--- src/rtl/core/assert_macros.svh ---
// Assertion helpers for the core RTL.
`ifndef ASSERT_MACROS_SVH
`define ASSERT_MACROS_SVH

// Same-cycle implication, disabled while reset is asserted.
`define ASSERT_IMPL(label, clk, rst_n, ante, cons, msg) \
	label: assert property (@(posedge clk) disable iff (!rst_n) (ante) |-> (cons)) \
		else $error(msg);

// Next-cycle implication, disabled while reset is asserted.
`define ASSERT_NEXT(label, clk, rst_n, ante, cons, msg) \
	label: assert property (@(posedge clk) disable iff (!rst_n) (ante) |=> (cons)) \
		else $error(msg);

`endif

--- src/rtl/core/mwmo_pkg.sv ---
`default_nettype none
package mwmo_pkg;

	localparam int TABLE_SIZE_DEF = 2048;
	localparam int MIP_LEVELS_DEF = 8;
	localparam int NUM_TABLES_DEF = 8;

	localparam int PHASE_W = 32;
	localparam int FRAC_BITS = 21;
	localparam int WHOLE_W = PHASE_W - FRAC_BITS;
	localparam int MORPH_W = 16;
	localparam int FREQ_W = 24;
	localparam int SEL_W = 3;
	localparam int LEVEL_W = 3;
	localparam int INDEX_W = 11;
	localparam int SAMPLE_W = 16;
	localparam int SR_W = 18;
	localparam int MASK_W = 8;
	localparam int CFG_IDX_W = 1;
	localparam int CFG_DATA_W = 18;
	localparam int FADE_W = 8;
	localparam logic [SR_W-1:0] SR_RESET = 18'd48000;

	// Shift of the fixed-point reciprocal used for the index wrap.
	localparam int RECIP_SHIFT = 26;

	typedef enum logic [CFG_IDX_W-1:0] {
		REG_SAMPLE_RATE = 1'b0,
		REG_READY_MASK  = 1'b1
	} cfg_reg_t;

	typedef enum logic {
		FUNC_RENDER = 1'b0,
		FUNC_WRITE  = 1'b1
	} func_t;

	// Load enables of the pipeline stages.
	typedef struct packed {
		logic s1;
		logic s2;
		logic s3;
		logic s4;
		logic s5;
		logic s6;
	} stage_load_t;

	// Offset of a mip level inside one table's slot.
	function automatic int level_base(input int ts, input int m);
		int off;
		off = 0;
		for (int k = 0; k < m; k++) begin
			off += ts >> k;
		end
		return off;
	endfunction

endpackage
`default_nettype wire

--- src/rtl/core/mwmo_blend.sv ---
`default_nettype none
module mwmo_blend #(
	parameter int NUM_TABLES = mwmo_pkg::NUM_TABLES_DEF,
	parameter int TAB_W = $clog2(NUM_TABLES)
) (
	input  wire logic                                 clk,
	input  wire mwmo_pkg::stage_load_t                load,
	input  wire logic signed [mwmo_pkg::SAMPLE_W-1:0] rd0 [NUM_TABLES],
	input  wire logic signed [mwmo_pkg::SAMPLE_W-1:0] rd1 [NUM_TABLES],
	input  wire logic [TAB_W-1:0]                     a_s3,
	input  wire logic [TAB_W-1:0]                     b_s3,
	input  wire logic [mwmo_pkg::FADE_W-1:0]          f_s3,
	input  wire logic [mwmo_pkg::FRAC_BITS-1:0]       r_s3,
	input  wire logic                                 ra_s3,
	input  wire logic                                 rb_s3,
	input  wire logic                                 zero_s3,
	output logic signed [mwmo_pkg::SAMPLE_W-1:0]      sample
);

	localparam int SW = mwmo_pkg::SAMPLE_W;
	localparam int FB = mwmo_pkg::FRAC_BITS;
	localparam int LW = SW + FB + 2;
	localparam int XW = SW + mwmo_pkg::FADE_W + 3;
	localparam logic signed [XW-1:0] XF_ROUND = XW'(128);
	localparam logic signed [LW-1:0] LERP_ROUND = LW'(longint'(1) << (FB - 1));

	logic [TAB_W-1:0]            a_s4;
	logic [TAB_W-1:0]            b_s4;
	logic [mwmo_pkg::FADE_W-1:0] f_s4;
	logic [FB-1:0]               r_s4;
	logic                        ra_s4;
	logic                        rb_s4;
	logic                        zero_s4;
	logic signed [SW-1:0]        sa_c;
	logic signed [SW-1:0]        sb_c;

	logic signed [SW-1:0]        sa_s5;
	logic signed [SW-1:0]        sb_s5;
	logic [mwmo_pkg::FADE_W-1:0] f_s5;
	logic signed [SW:0]          diff_c;
	logic signed [XW-1:0]        acc_c;
	logic signed [XW-9:0]        y_c;
	logic signed [SW-1:0]        sat_c;

	logic signed [SW-1:0]        sample_s6;

	// Linear interpolation between two neighbor words, rounded half up.
	function automatic logic signed [SW-1:0] lerp(
		input logic signed [SW-1:0] s0,
		input logic signed [SW-1:0] s1,
		input logic [FB-1:0]        r
	);
		logic signed [SW:0]   d;
		logic signed [LW-1:0] acc;
		d = (SW+1)'(s1) - (SW+1)'(s0);
		acc = (LW'(s0) <<< FB) + LW'(d) * LW'($signed({1'b0, r})) + LERP_ROUND;
		return acc[FB +: SW];
	endfunction

	always_ff @(posedge clk) begin
		if (load.s4) begin
			a_s4 <= a_s3;
			b_s4 <= b_s3;
			f_s4 <= f_s3;
			r_s4 <= r_s3;
			ra_s4 <= ra_s3;
			rb_s4 <= rb_s3;
			zero_s4 <= zero_s3;
		end
	end

	always_comb begin
		sa_c = (ra_s4 && !zero_s4) ? lerp(rd0[a_s4], rd1[a_s4], r_s4) : '0;
		sb_c = (rb_s4 && !zero_s4) ? lerp(rd0[b_s4], rd1[b_s4], r_s4) : '0;
	end

	always_ff @(posedge clk) begin
		if (load.s5) begin
			sa_s5 <= sa_c;
			sb_s5 <= sb_c;
			f_s5 <= f_s4;
		end
	end

	// Crossfade written as sa*256 + f*(sb - sa), so one multiply per sample.
	always_comb begin
		diff_c = (SW+1)'(sb_s5) - (SW+1)'(sa_s5);
		acc_c = (XW'(sa_s5) <<< 8) + XW'(diff_c) * XW'($signed({1'b0, f_s5})) + XF_ROUND;
		y_c = acc_c[XW-1:8];
		if (y_c > (XW-8)'(32767)) begin
			sat_c = 16'sh7FFF;
		end else if (y_c < -(XW-8)'(32768)) begin
			sat_c = 16'sh8000;
		end else begin
			sat_c = y_c[SW-1:0];
		end
	end

	always_ff @(posedge clk) begin
		if (load.s6) begin
			sample_s6 <= sat_c;
		end
	end

	assign sample = sample_s6;

endmodule
`default_nettype wire

--- config.mk ---
export PLATFORM = sky130hd
export DESIGN_NAME = mwmo_blend
export DESIGN_NICKNAME = d
export VERILOG_FILES = /design/src/rtl/core/assert_macros.svh /design/src/rtl/core/mwmo_pkg.sv /design/src/rtl/core/mwmo_blend.sv
export SDC_FILE = /design/constraint.sdc
export NUM_CORES = 2
export LEC_CHECK = 0
export BUFFER_PORTS_ARGS = -buffer_cell sky130_fd_sc_hd__buf_4
export CORE_ASPECT_RATIO = 1.1
export CORE_MARGIN = 2
export CORE_UTILIZATION = 35
export CTS_CLUSTER_DIAMETER = 60
export CTS_CLUSTER_SIZE = 8
export DETAILED_ROUTE_END_ITERATION = 6
export PLACE_DENSITY = 0.63
export SETUP_SLACK_MARGIN = 0.4
export SYNTH_ARGS = -nofsm -noshare
export SYNTH_HDL_FRONTEND = slang
export SYNTH_SLANG_ARGS = --single-unit
--- constraint.sdc ---
create_clock -name clk -period 11.3 [get_ports clk]
set_input_delay 1.13 -clock clk [delete_from_list [all_inputs] [get_ports clk]]
set_output_delay 1.13 -clock clk [all_outputs]
set_load 0.02 [all_outputs]
==> impl_metrics.json <==
{
  "run_status": "complete, no violations",
  "synthDistinctLibCells": 77,
  "die_x_um": 323,
  "slowest_stage": "fa_1",
  "synth_fp_nets": 5665,
  "cts_tree": "done",
  "cp_max_fo": 31,
  "dpl_cell_area_um2": 43500,
  "syn_inst": 4310,
  "core_area_um2": 111000,
  "cp_common_cell": "fa_1",
  "groute.usage.overall": 0.210,
  "die_h_um": 355,
  "cts_htree_levels": 3,
  "dr.pass1.iters": 6,
  "grt_pass1_wl_mm": 185,
  "clockBufferDepth": 2,
  "ioPinCount": 317,
  "fmax_ghz": 0.0965,
  "period_minus_slack_ns": 10.36,
  "layout-drive-gt1-share": 0.147,
  "cts_hold_buffers": 0,
  "finalClockSkew_ns": 0.0355,
  "antenna_found_initial": 8,
  "grt_pass1_vias": 33000,
  "wl_per_cell_um": 19.5,
  "cp-end-kind": "register",
  "ys.flop_type": "edfxtp_1",
  "syn_to_final_growth_pct": 11.8,
  "dieArea_um2": 115000,
  "final-hold-violation-count": 0,
  "fillers": 11100,
  "grt_max_degree": 65,
  "globalplace.congestion": 0.918,
  "ant_nets": 0,
  "critPathKind": "reg2reg",
  "dr_total_vias": 31000,
  "whs_ns": 0.416,
  "io_buffer_count": 313,
  "overflow": 0,
  "post-dp-hpwl_mm": 94.5,
  "rows": 128,
  "relSlewSlack": 0.261,
  "yosysWarnings": 0,
  "slew_violations": 0,
  "finalCritPeriodShare": 0.917,
  "netlist_area_um2": 39200,
  "numCtsBuffers": 9,
  "drv_cap": 0,
  "finalSetupTns_ns": 0,
  "grt_setup_unrepaired": "yes",
  "start_kind": "register",
  "hp-class": "reg2reg",
  "initial_core_util": 0.354,
  "synth-async-reset-ratio": 0,
  "synth_seq_cells": 94,
  "clock_latency_ns": 0.42,
  "cp.required_ns": 11.46,
  "crit_arrival_ns": 10.52,
  "wl_mm": 117,
  "drtIter0Drc": 2128,
  "setup_viol": 0,
  "synth_edf_count": 94,
  "cts-root-buf": "clkbuf_16",
  "tightest_slew_ns": 1.10,
  "fin_nets": 5850,
  "slowest_delay_ns": 0.54,
  "via_per_inst": 5.17,
  "cts.clk_slew.worst_paths_ns": 0.11,
  "r2r_setup_slack_ns": 0.94,
  "syn_area_per_cell_um2": 9.10,
  "seq_area_frac_synth": 0.0719,
  "final_area_um2": 43900,
  "cts_setup_buffers": 0,
  "route.detailed.drc": 0,
  "cts_sinks": 94
}
Yosys cell counts (all sizes together) (5+ instances only):
library cell / count / area, um2
edfxtp: 94 / 2820
or3: 6 / 37.5
inv: 1005 / 3770
a31o: 12 / 105
a21o: 21 / 158
clkbuf: 234 / 878
o211ai: 34 / 274
nor4: 10 / 77.6
o21a: 9 / 67.6
o21ai: 85 / 425
nand3: 125 / 626
a311o: 10 / 100
mux2i: 36 / 360
a211oi: 7 / 52.6
a21boi: 9 / 67.6
o41ai: 6 / 52.6
mux2: 31 / 349
or2: 14 / 87.6
o311ai: 29 / 254
nor2b: 88 / 551
xnor2: 52 / 455
nand3b: 13 / 97.6
nand2b: 28 / 175
o21bai: 7 / 52.6
a21oi: 66 / 334
nand4: 9 / 56.3
and2: 205 / 1280
nor3b: 13 / 97.6
nor3: 46 / 230
mux4: 128 / 2880
fa: 727 / 14600
xor2: 25 / 219
nand2: 497 / 1870
a22o: 6 / 52.6
a311oi: 21 / 184
and3: 45 / 282
ha: 327 / 4090
buf: 23 / 96.3
a31oi: 20 / 125
nor2: 133 / 499
a211o: 5 / 43.8
kinds of logic (layout without fill, tap and decap cells):
group | Yosys count | after routing | share of synthesized area
AO/OA/AOI/OAI | 375 | 375 | 0.0668
XOR/XNOR | 77 | 77 | 0.0172
adder cells (fa/ha/maj) | 1054 | 1054 | 0.475
buffers and inverters | 1266 | 1456 | 0.121
flip-flops | 94 | 94 | 0.0719
multiplexers | 195 | 195 | 0.0915
other | 0 | 7 | 0
AND/OR/NAND/NOR | 1249 | 1249 | 0.156
critical path: cells and delay by family (launching register included):
family          cells  cell delay (ns)
mux                 2             0.81
simple gates        4             0.64
flops               1             0.39
fa+ha+maj           8             3.52
compound gates     15             3.61
buf+inv             7             1.09
path summary, 6_finish.rpt:
path	from	end	depth (start not counted)
worst max register to register	b_s4[0]	sb_s5[13]	36
worst min register to register	f_s4[6]	f_s5[6]	0
worst min-delay path	f_s4[6]	f_s5[6]	0
worst max-delay path	b_s4[0]	sb_s5[13]	36
stage by stage:
stage,setup WS (ns),utilization,cells
final,0.935,0.395,6002
after global placement,0.217,0.392,5978
after detailed placement,0.0306,0.392,5978
after CTS,0.648,0.394,5994
after global routing,0.355,0.395,6002
after floorplan,1.42,-,4310
timing repair:
action | 4_1_cts | 5_1_grt
gates cloned | 0 | 1
endpoints found under the setup margin | 1 | 17
resized for setup | 1 | 17
layer usage:
metal,vias up,global-route usage,part of all wire
li1,13900,-,-
met1,15800,0.257,0.39
met2,1140,0.360,0.49
met3,198,0.0314,0.066
met4,0,0.103,0.056
met5,-,0,0
flip-flops by register name, indices dropped and copies added (netlist names):
name,cells
ra_s4,1
a_s4,3
sample,16
sb_s5,16
f_s4,8
r_s4,21
rb_s4,1
sa_s5,16
f_s5,8
zero_s4,1
b_s4,3
area by class of cell:
type                            count  area [um2]  share of cell area
Multi-Input combinational cell   2950       31800               0.725
Sequential cell                    94        2820              0.0644
Timing Repair Buffer              431        3300              0.0752
Inverter                         1009        3790              0.0864
Tap cell                         1495        1870              0.0427
Clock buffer                       10         229             0.00522
Clock inverter                      6        52.6             0.00120
Antenna cell                        7        17.5            0.000399
cells in the final DEF (no fill, tap or decap), types with 18 or more instances in the layout:
cell	Yosys	layout
ha_1	327	327
mux2_2	31	31
nand2b_1	28	28
o211ai_1	32	32
nand2_1	496	496
nor2b_1	88	88
o21ai_0	74	73
a311oi_1	21	18
and3_1	45	45
inv_1	1005	1005
mux4_2	128	128
o311ai_0	28	25
buf_4	0	425
fa_1	727	727
nor3_1	46	46
nand3_1	125	125
xnor2_1	52	44
edfxtp_1	94	94
xor2_1	25	25
a31oi_1	20	19
mux2i_1	36	35
a21o_1	21	21
nor2_1	133	132
and2_1	205	205
a21oi_1	65	65
Power is not shown: default switching activity piles up to over one toggle a cycle in this logic, so the estimate is an artifact.
