==> config.mk <==
export PLATFORM = sky130hd
export DESIGN_NAME = mwmo_front
export DESIGN_NICKNAME = d
export VERILOG_FILES = /design/src/rtl/core/assert_macros.svh /design/src/rtl/core/mwmo_pkg.sv /design/src/rtl/core/mwmo_front.sv
export SDC_FILE = /design/constraint.sdc
export NUM_CORES = 1
export LEC_CHECK = 0
export BUFFER_PORTS_ARGS = -buffer_cell sky130_fd_sc_hd__clkbuf_2
export CAP_MARGIN = 15
export CORE_MARGIN = 2
export CORE_UTILIZATION = 30
export CTS_CLUSTER_SIZE = 10
export DETAILED_ROUTE_END_ITERATION = 8
export PLACE_DENSITY = 0.48
export SLEW_MARGIN = 20
export SYNTH_ARGS = -nofsm -noshare
export SYNTH_HDL_FRONTEND = slang
export SYNTH_SLANG_ARGS = --single-unit
export TNS_END_PERCENT = 20
==> constraint.sdc <==
create_clock -name clk -period 7.76 [get_ports clk]
set_input_delay 1.552 -clock clk [delete_from_list [all_inputs] [get_ports clk]]
set_output_delay 1.552 -clock clk [all_outputs]
set_load 0.01 [all_outputs]
==> src/rtl/core/assert_macros.svh <==
// Assertion helpers for the core RTL.
`ifndef ASSERT_MACROS_SVH
`define ASSERT_MACROS_SVH

// Same-cycle implication, disabled while reset is asserted.
`define ASSERT_IMPL(label, clk, rst_n, ante, cons, msg) \
	label: assert property (@(posedge clk) disable iff (!rst_n) (ante) |-> (cons)) \
		else $error(msg);

// Next-cycle implication, disabled while reset is asserted.
`define ASSERT_NEXT(label, clk, rst_n, ante, cons, msg) \
	label: assert property (@(posedge clk) disable iff (!rst_n) (ante) |=> (cons)) \
		else $error(msg);

`endif

==> src/rtl/core/mwmo_pkg.sv <==
`default_nettype none
package mwmo_pkg;

	localparam int TABLE_SIZE_DEF = 2048;
	localparam int MIP_LEVELS_DEF = 8;
	localparam int NUM_TABLES_DEF = 8;

	localparam int PHASE_W = 32;
	localparam int FRAC_BITS = 21;
	localparam int WHOLE_W = PHASE_W - FRAC_BITS;
	localparam int MORPH_W = 16;
	localparam int FREQ_W = 24;
	localparam int SEL_W = 3;
	localparam int LEVEL_W = 3;
	localparam int INDEX_W = 11;
	localparam int SAMPLE_W = 16;
	localparam int SR_W = 18;
	localparam int MASK_W = 8;
	localparam int CFG_IDX_W = 1;
	localparam int CFG_DATA_W = 18;
	localparam int FADE_W = 8;
	localparam logic [SR_W-1:0] SR_RESET = 18'd48000;

	// Shift of the fixed-point reciprocal used for the index wrap.
	localparam int RECIP_SHIFT = 26;

	typedef enum logic [CFG_IDX_W-1:0] {
		REG_SAMPLE_RATE = 1'b0,
		REG_READY_MASK  = 1'b1
	} cfg_reg_t;

	typedef enum logic {
		FUNC_RENDER = 1'b0,
		FUNC_WRITE  = 1'b1
	} func_t;

	// Load enables of the pipeline stages.
	typedef struct packed {
		logic s1;
		logic s2;
		logic s3;
		logic s4;
		logic s5;
		logic s6;
	} stage_load_t;

	// Offset of a mip level inside one table's slot.
	function automatic int level_base(input int ts, input int m);
		int off;
		off = 0;
		for (int k = 0; k < m; k++) begin
			off += ts >> k;
		end
		return off;
	endfunction

endpackage
`default_nettype wire

==> src/rtl/core/mwmo_front.sv <==
`default_nettype none
module mwmo_front #(
	parameter int TABLE_SIZE = mwmo_pkg::TABLE_SIZE_DEF,
	parameter int MIP_LEVELS = mwmo_pkg::MIP_LEVELS_DEF,
	parameter int NUM_TABLES = mwmo_pkg::NUM_TABLES_DEF,
	parameter int LVL_W = (MIP_LEVELS > 1) ? $clog2(MIP_LEVELS) : 1,
	parameter int TAB_W = $clog2(NUM_TABLES),
	parameter int AW = $clog2(2 * TABLE_SIZE)
) (
	input  wire logic                                  clk,
	input  wire mwmo_pkg::stage_load_t                 load,
	input  wire logic                                  func,
	input  wire logic [mwmo_pkg::PHASE_W-1:0]          phase,
	input  wire logic signed [mwmo_pkg::MORPH_W-1:0]   morph,
	input  wire logic [mwmo_pkg::FREQ_W-1:0]           frequency,
	input  wire logic [mwmo_pkg::SEL_W-1:0]            table_select,
	input  wire logic [mwmo_pkg::LEVEL_W-1:0]          level,
	input  wire logic [mwmo_pkg::INDEX_W-1:0]          index,
	input  wire logic signed [mwmo_pkg::SAMPLE_W-1:0]  word,
	input  wire logic [mwmo_pkg::SR_W-1:0]             sample_rate,
	input  wire logic [mwmo_pkg::MASK_W-1:0]           ready_mask,
	output logic                                       render_s3,
	output logic                                       wen_s3,
	output logic [TAB_W-1:0]                           wtab_s3,
	output logic [AW-1:0]                              waddr_s3,
	output logic signed [mwmo_pkg::SAMPLE_W-1:0]       word_s3,
	output logic [AW-1:0]                              raddr0,
	output logic [AW-1:0]                              raddr1,
	output logic [TAB_W-1:0]                           a_s3,
	output logic [TAB_W-1:0]                           b_s3,
	output logic [mwmo_pkg::FADE_W-1:0]                f_s3,
	output logic [mwmo_pkg::FRAC_BITS-1:0]             r_s3,
	output logic                                       ra_s3,
	output logic                                       rb_s3,
	output logic                                       zero_s3
);

	localparam int LVL_N = 1 << LVL_W;
	localparam int WR_N = 1 << mwmo_pkg::LEVEL_W;
	localparam int SIZE_W = $clog2(TABLE_SIZE + 1);
	localparam int RECIP_W = mwmo_pkg::RECIP_SHIFT + 1;
	localparam int HIT_W = mwmo_pkg::FREQ_W + 1 + SIZE_W + 1;
	localparam int WW = mwmo_pkg::WHOLE_W;
	localparam int PROD_W = WW + RECIP_W;
	localparam int QS_W = WW + SIZE_W;
	localparam int SUM_W = ((AW > WW) ? AW : WW) + 2;
	localparam int MW = TAB_W + mwmo_pkg::FADE_W;
	localparam int MAX_MORPH = (NUM_TABLES - 1) * 256;
	localparam int CMP_W = 16;

	// Per-level constants, selected by the level that is in flight.
	logic [SIZE_W-1:0]  lvl_size [LVL_N];
	logic [AW-1:0]      lvl_base [LVL_N];
	logic [RECIP_W-1:0] lvl_recip [LVL_N];
	logic [SIZE_W-1:0]  wr_size [WR_N];
	logic [AW-1:0]      wr_base [WR_N];
	logic [LVL_N-1:0]   hit;

	// Stage 1: the accepted word.
	mwmo_pkg::func_t                      func_s1;
	logic [mwmo_pkg::PHASE_W-1:0]         phase_s1;
	logic signed [mwmo_pkg::MORPH_W-1:0]  morph_s1;
	logic [mwmo_pkg::FREQ_W-1:0]          frequency_s1;
	logic [mwmo_pkg::SEL_W-1:0]           tsel_s1;
	logic [mwmo_pkg::LEVEL_W-1:0]         level_s1;
	logic [mwmo_pkg::INDEX_W-1:0]         index_s1;
	logic signed [mwmo_pkg::SAMPLE_W-1:0] word_s1;

	logic [LVL_W-1:0]       lvl_c;
	logic [MW-1:0]          clamp_c;
	logic [TAB_W-1:0]       a_c;
	logic [TAB_W-1:0]       b_c;
	logic [NUM_TABLES-1:0]  rdy_c;
	logic                   wok_c;

	// Stage 2.
	logic                                 render_s2;
	logic [LVL_W-1:0]                     lvl_s2;
	logic [mwmo_pkg::PHASE_W-1:0]         phase_s2;
	logic [TAB_W-1:0]                     a_s2;
	logic [TAB_W-1:0]                     b_s2;
	logic [mwmo_pkg::FADE_W-1:0]          f_s2;
	logic                                 ra_s2;
	logic                                 rb_s2;
	logic                                 wen_s2;
	logic [TAB_W-1:0]                     wtab_s2;
	logic [AW-1:0]                        waddr_s2;
	logic signed [mwmo_pkg::SAMPLE_W-1:0] word_s2;

	logic [mwmo_pkg::PHASE_W-1:0] shifted_c;
	logic [PROD_W-1:0]            prod_c;

	// Stage 3.
	logic [LVL_W-1:0] lvl_s3;
	logic [WW-1:0]    v_s3;
	logic [WW-1:0]    q_s3;

	logic [QS_W-1:0] qs_c;
	logic [WW-1:0]   i0_c;
	logic [WW:0]     nxt_c;
	logic [WW:0]     i1_c;

	for (genvar m = 0; m < LVL_N; m++) begin : g_lvl
		localparam int SZ = (m < MIP_LEVELS) ? (TABLE_SIZE >> m) : 0;
		localparam int BS = mwmo_pkg::level_base(TABLE_SIZE, (m < MIP_LEVELS) ? m : 0);
		localparam longint RC =
			(SZ == 0) ? 0 : ((longint'(1) << mwmo_pkg::RECIP_SHIFT) + SZ - 1) / SZ;
		assign lvl_size[m] = SIZE_W'(SZ);
		assign lvl_base[m] = AW'(BS);
		assign lvl_recip[m] = RECIP_W'(RC);
		assign hit[m] = (HIT_W'({frequency_s1, 1'b0}) * HIT_W'(lvl_size[m]))
			>= HIT_W'({sample_rate, 8'd0});
	end

	for (genvar w = 0; w < WR_N; w++) begin : g_wr
		localparam int WSZ = (w < MIP_LEVELS) ? (TABLE_SIZE >> w) : 0;
		localparam int WBS = mwmo_pkg::level_base(TABLE_SIZE, (w < MIP_LEVELS) ? w : 0);
		assign wr_size[w] = SIZE_W'(WSZ);
		assign wr_base[w] = AW'(WBS);
	end

	always_ff @(posedge clk) begin
		if (load.s1) begin
			func_s1 <= mwmo_pkg::func_t'(func);
			phase_s1 <= phase;
			morph_s1 <= morph;
			frequency_s1 <= frequency;
			tsel_s1 <= table_select;
			level_s1 <= level;
			index_s1 <= index;
			word_s1 <= word;
		end
	end

	// Mip level: the lowest level whose band still reaches the sample rate, else the top; 0 at zero frequency.
	always_comb begin
		lvl_c = LVL_W'(MIP_LEVELS - 1);
		for (int m = MIP_LEVELS - 2; m >= 0; m--) begin
			if (hit[m]) begin
				lvl_c = LVL_W'(m);
			end
		end
		if (frequency_s1 == '0) begin
			lvl_c = '0;
		end
	end

	always_comb begin
		if (morph_s1[mwmo_pkg::MORPH_W-1]) begin
			clamp_c = '0;
		end else if (morph_s1[mwmo_pkg::MORPH_W-2:0] > (mwmo_pkg::MORPH_W-1)'(MAX_MORPH)) begin
			clamp_c = MW'(MAX_MORPH);
		end else begin
			clamp_c = morph_s1[MW-1:0];
		end
		a_c = clamp_c[MW-1:mwmo_pkg::FADE_W];
		b_c = (a_c == TAB_W'(NUM_TABLES - 1)) ? '0 : a_c + 1'b1;
		rdy_c = ready_mask[NUM_TABLES-1:0];
		wok_c = (func_s1 == mwmo_pkg::FUNC_WRITE)
			&& (CMP_W'(tsel_s1) < CMP_W'(NUM_TABLES))
			&& (CMP_W'(index_s1) < CMP_W'(wr_size[level_s1]));
	end

	always_ff @(posedge clk) begin
		if (load.s2) begin
			render_s2 <= (func_s1 == mwmo_pkg::FUNC_RENDER);
			lvl_s2 <= lvl_c;
			phase_s2 <= phase_s1;
			a_s2 <= a_c;
			b_s2 <= b_c;
			f_s2 <= clamp_c[mwmo_pkg::FADE_W-1:0];
			ra_s2 <= rdy_c[a_c];
			rb_s2 <= rdy_c[b_c];
			wen_s2 <= wok_c;
			wtab_s2 <= tsel_s1[TAB_W-1:0];
			waddr_s2 <= AW'(SUM_W'(wr_base[level_s1]) + SUM_W'(index_s1));
			word_s2 <= word_s1;
		end
	end

	// The whole part of the shifted phase is divided by the level size
	// through a reciprocal; the quotient is exact for any whole part.
	always_comb begin
		shifted_c = phase_s2 >> lvl_s2;
		prod_c = PROD_W'(shifted_c[mwmo_pkg::PHASE_W-1:mwmo_pkg::FRAC_BITS])
			* PROD_W'(lvl_recip[lvl_s2]);
	end

	always_ff @(posedge clk) begin
		if (load.s3) begin
			render_s3 <= render_s2;
			lvl_s3 <= lvl_s2;
			v_s3 <= shifted_c[mwmo_pkg::PHASE_W-1:mwmo_pkg::FRAC_BITS];
			r_s3 <= shifted_c[mwmo_pkg::FRAC_BITS-1:0];
			q_s3 <= prod_c[mwmo_pkg::RECIP_SHIFT +: WW];
			a_s3 <= a_s2;
			b_s3 <= b_s2;
			f_s3 <= f_s2;
			ra_s3 <= ra_s2;
			rb_s3 <= rb_s2;
			wen_s3 <= wen_s2;
			wtab_s3 <= wtab_s2;
			waddr_s3 <= waddr_s2;
			word_s3 <= word_s2;
		end
	end

	always_comb begin
		qs_c = QS_W'(q_s3) * QS_W'(lvl_size[lvl_s3]);
		i0_c = v_s3 - qs_c[WW-1:0];
		nxt_c = {1'b0, i0_c} + 1'b1;
		i1_c = (QS_W'(nxt_c) == QS_W'(lvl_size[lvl_s3])) ? '0 : nxt_c;
		zero_s3 = (lvl_size[lvl_s3] == '0);
		if (zero_s3) begin
			raddr0 = '0;
			raddr1 = '0;
		end else begin
			raddr0 = AW'(SUM_W'(lvl_base[lvl_s3]) + SUM_W'(i0_c));
			raddr1 = AW'(SUM_W'(lvl_base[lvl_s3]) + SUM_W'(i1_c));
		end
	end

endmodule
`default_nettype wire

==> results.toml <==
[setup_path]
end_kind = "output pin"
crit_cells = 29
cpMaxStageDelayCell = "sky130_fd_sc_hd__fa_1"
arrival_ns = 6.41
timing.critical_path.required_ns = 6.21
crit_family = "adder cells"
timing_worst_setup_path_type = "register to output pin"
reg2reg_depth = 20
startpoint_type = "register"
path_max_fanout = 7
number_of_buffers_and_inverters_on_the_critical_path = 8
slowest_delay_ns = 0.54

[timing]
max_freq_ghz = 0.1256
maxSlewHeadroom_pct = 37.10
rsz0062_at_grt = "true"
timing_worst_slew_pin_value_ns = 0.9197
slew_viol_final = 0
min_period_ns = 7.964
finalSetupViolations = 3
setup_total_negative_slack_ns = -0.5206
tcrit_tclk_final_pct = 102.6
postLayoutSetupSlackWorst_ns = -0.2037
final_hold_viol_count = 0
finClkSkew_ns = 0.01568

[synth]
edff_count_synth = 281
synthesis.area_per_instance_um2 = 12.50
yosys_warnings = 0
synthTopCellsByArea = "sky130_fd_sc_hd__edfxtp_1, sky130_fd_sc_hd__ha_1, sky130_fd_sc_hd__fa_1"
post-synth-top-area-fraction_pct = 48.82
synth_ff_type = "sky130_fd_sc_hd__edfxtp_1"
synth.ff_latch_count = 281
netlist-cell-type-count = 71
synth_area_leader_cell = "sky130_fd_sc_hd__edfxtp_1"
post_synth_instance_area_um2 = 17290
synthArstFlopShare_pct = 0
post_synth_inst_count = 1383
ys_seq_area_share_pct = 48.82

[routing]
met2_wirelength_mm = 19.39
drt-total-wl_mm = 40.54
drc = 0
num_vias = 11400
drt_pass_1_iters = 5
top_layer_used = "met5"
routedWlPerCell_um = 16.45
routed_metal_1_wire_length_mm = 18.44
post_route_antenna_net_violation_count = 0
route.detailed.vias_per_inst = 4.625
route.met3.wl_mm = 1.923
initialDrtViolationCount = 483

[layout]
final_design_area_no_fill_um2 = 21110
nets = 2117
finish.utilization_pct = 37.22
share_of_post_route_cells_with_drive_strength_above_1_pct = 24.19
final_common_cell = "sky130_fd_sc_hd__edfxtp_1"
area_growth_syn_to_layout_pct = 22.11
final_cell_mix = "sky130_fd_sc_hd__edfxtp_1, sky130_fd_sc_hd__clkbuf_2, sky130_fd_sc_hd__ha_1, sky130_fd_sc_hd__inv_1, sky130_fd_sc_hd__nor2_1"

[die]
die_height_um = 244.0
fp.coreArea_um2 = 56710
floorplan.die_area_um2 = 59550
io_pins = 234
initial_core_util_pct = 30.48
placement_rows = 87
fp.dieW_um = 244.0

[global_route]
initial_antenna_violation_count = 6
grt_pass1_vias = 11880
grt_first_pass_wirelength_mm = 64.49
grt_max_degree = 63
grt_overflow = 0
grt.total_usage_pct = 13.59

[cts]
tritoncts_num_sinks = 281
tritoncts.num_buffers = 36
clk_pin_slew_worst_paths_ns = 0.06
htreeDepth = 2
clk_latency_ns = 0.53
cts_root_buf = "sky130_fd_sc_hd__clkbuf_16"
cts_tree = "done"
cts_buffer_depth = 3

[outcome]
outcome = "finished with violations"
violations = "negative setup slack"

[run]
max-cap-violations = 0

[power]
power_mw = 5.196
total_leakage_power_nw = 9.265
power-per-cell-area_nw_per_um2 = 246.2
power.ir.vdd_worst_v = 0.0004047

[place]
finalWeightedCongestion = 0.7883
detailed_place.area_um2 = 19680
detailedPlacementHpwl_mm = 30.35
pre_cts_ws_ns = -0.04727
io_port_bufs = 229

[min_path]
min-delay-path-class = "register to register"
timing.hold.worst_path_depth = 0
[logic make-up (layout without fill, tap and decap cells)]
| family | count (synthesis) | after routing | synth area share (%) |
|---|---|---|---|
| flops | 281 | 281 | 48.82 |
| simple gates | 328 | 328 | 9.497 |
| fa+ha+maj | 281 | 281 | 23.25 |
| mux | 45 | 45 | 3.532 |
| buf+inv | 177 | 475 | 3.930 |
| compound gates | 216 | 216 | 8.201 |
| other cells | 2 | 29 | 0.04345 |
| xor+xnor | 53 | 53 | 2.729 |
[cell usage after synthesis, drive strengths merged (7+ instances only)]
master,number
o21ai,40
fa,67
xnor2,43
clkbuf,22
a211oi,7
mux2i,16
buf,14
o21a,19
nor2,95
ha,214
xor2,10
nor2b,17
nand3,26
a21o,35
nand4,14
o21bai,9
nand2b,7
nand2,72
edfxtp,281
a21oi,60
nor4,8
and2,27
inv,140
mux4,11
nor3,23
and3,7
mux2,18
o211ai,13
[timing repair]
item,4_1_cts,5_1_grt
gates resized for setup,39,16
setup buffers,10,5
pin swaps,36,16
setup endpoints to repair,6,6
hold buffers,0,0
[registers in the layout, summed over array words and instances (netlist names), 7 cells and up]
name and cells:
waddr_s3 12, frequency_s1 24, f_s3 8, f_s2 8, word_s3 16, word_s1 16, morph_s1 16, q_s3 7
phase_s1 32, word_s2 16, phase_s2 32, index_s1 11, v_s3 11, r_s3 21, waddr_s2 12
[where the power goes]
group	internal, mW	switching [mW]
sequential	1.84	0.0849
combinational	0.862	0.917
clock	0.888	0.601
total	3.59	1.60
[path summary, 6_finish.rpt]
kind | to | from | slack (ns)
hold / removal | phase_s2[26]$_DFFE_PP_ | phase_s1[26]$_DFFE_PP_ | 0.41
setup / recovery | raddr1[11] | lvl_s3[1]$_DFFE_PP_ | -0.20
setup reg to reg | q_s3[3]$_DFFE_PP_ | lvl_s2[1]$_SDFFCE_PP0P_ | 1.95
hold reg to reg | phase_s2[26]$_DFFE_PP_ | phase_s1[26]$_DFFE_PP_ | 0.41
[worst reg2reg max path, delay by kind of cell, from the launching register on]
family	cells	cell delay, ns
simple gates	6	1.11
buf+inv	4	0.73
flops	1	0.38
fa+ha+maj	6	2.63
compound gates	4	0.68
[through the flow]
| step | instances | hold slack (ns) |
|---|---|---|
| 2_1_floorplan | 1409 | 0.4003 |
| 3_3_place_gp | 2400 | 0.4005 |
| 3_5_place_dp | 2400 | 0.4045 |
| 4_1_cts | 2458 | 0.4100 |
| 5_1_grt | 2464 | 0.4164 |
| 6_report | 2464 | 0.4087 |
[final cells by class]
class                   instances  area [um^2]
fillers                      5511        35610
multi-input cells             951         8563
flip-flops and latches        281         8438
repair buffers                286         1612
well taps                     756        945.9
clock buffers                  41        940.9
inverters                     141        529.3
clock inverters                 7        76.32
diodes                          1        2.502
[metal layers]
metal | track usage, % | vias up
met3 | 3.139 | 40
met1 | 17.54 | 5533
met4 | 3.407 | 8
met5 | 0 | -
li1 | - | 5613
met2 | 22.96 | 202
No activity file was read; power rests on OpenSTA's default activity.
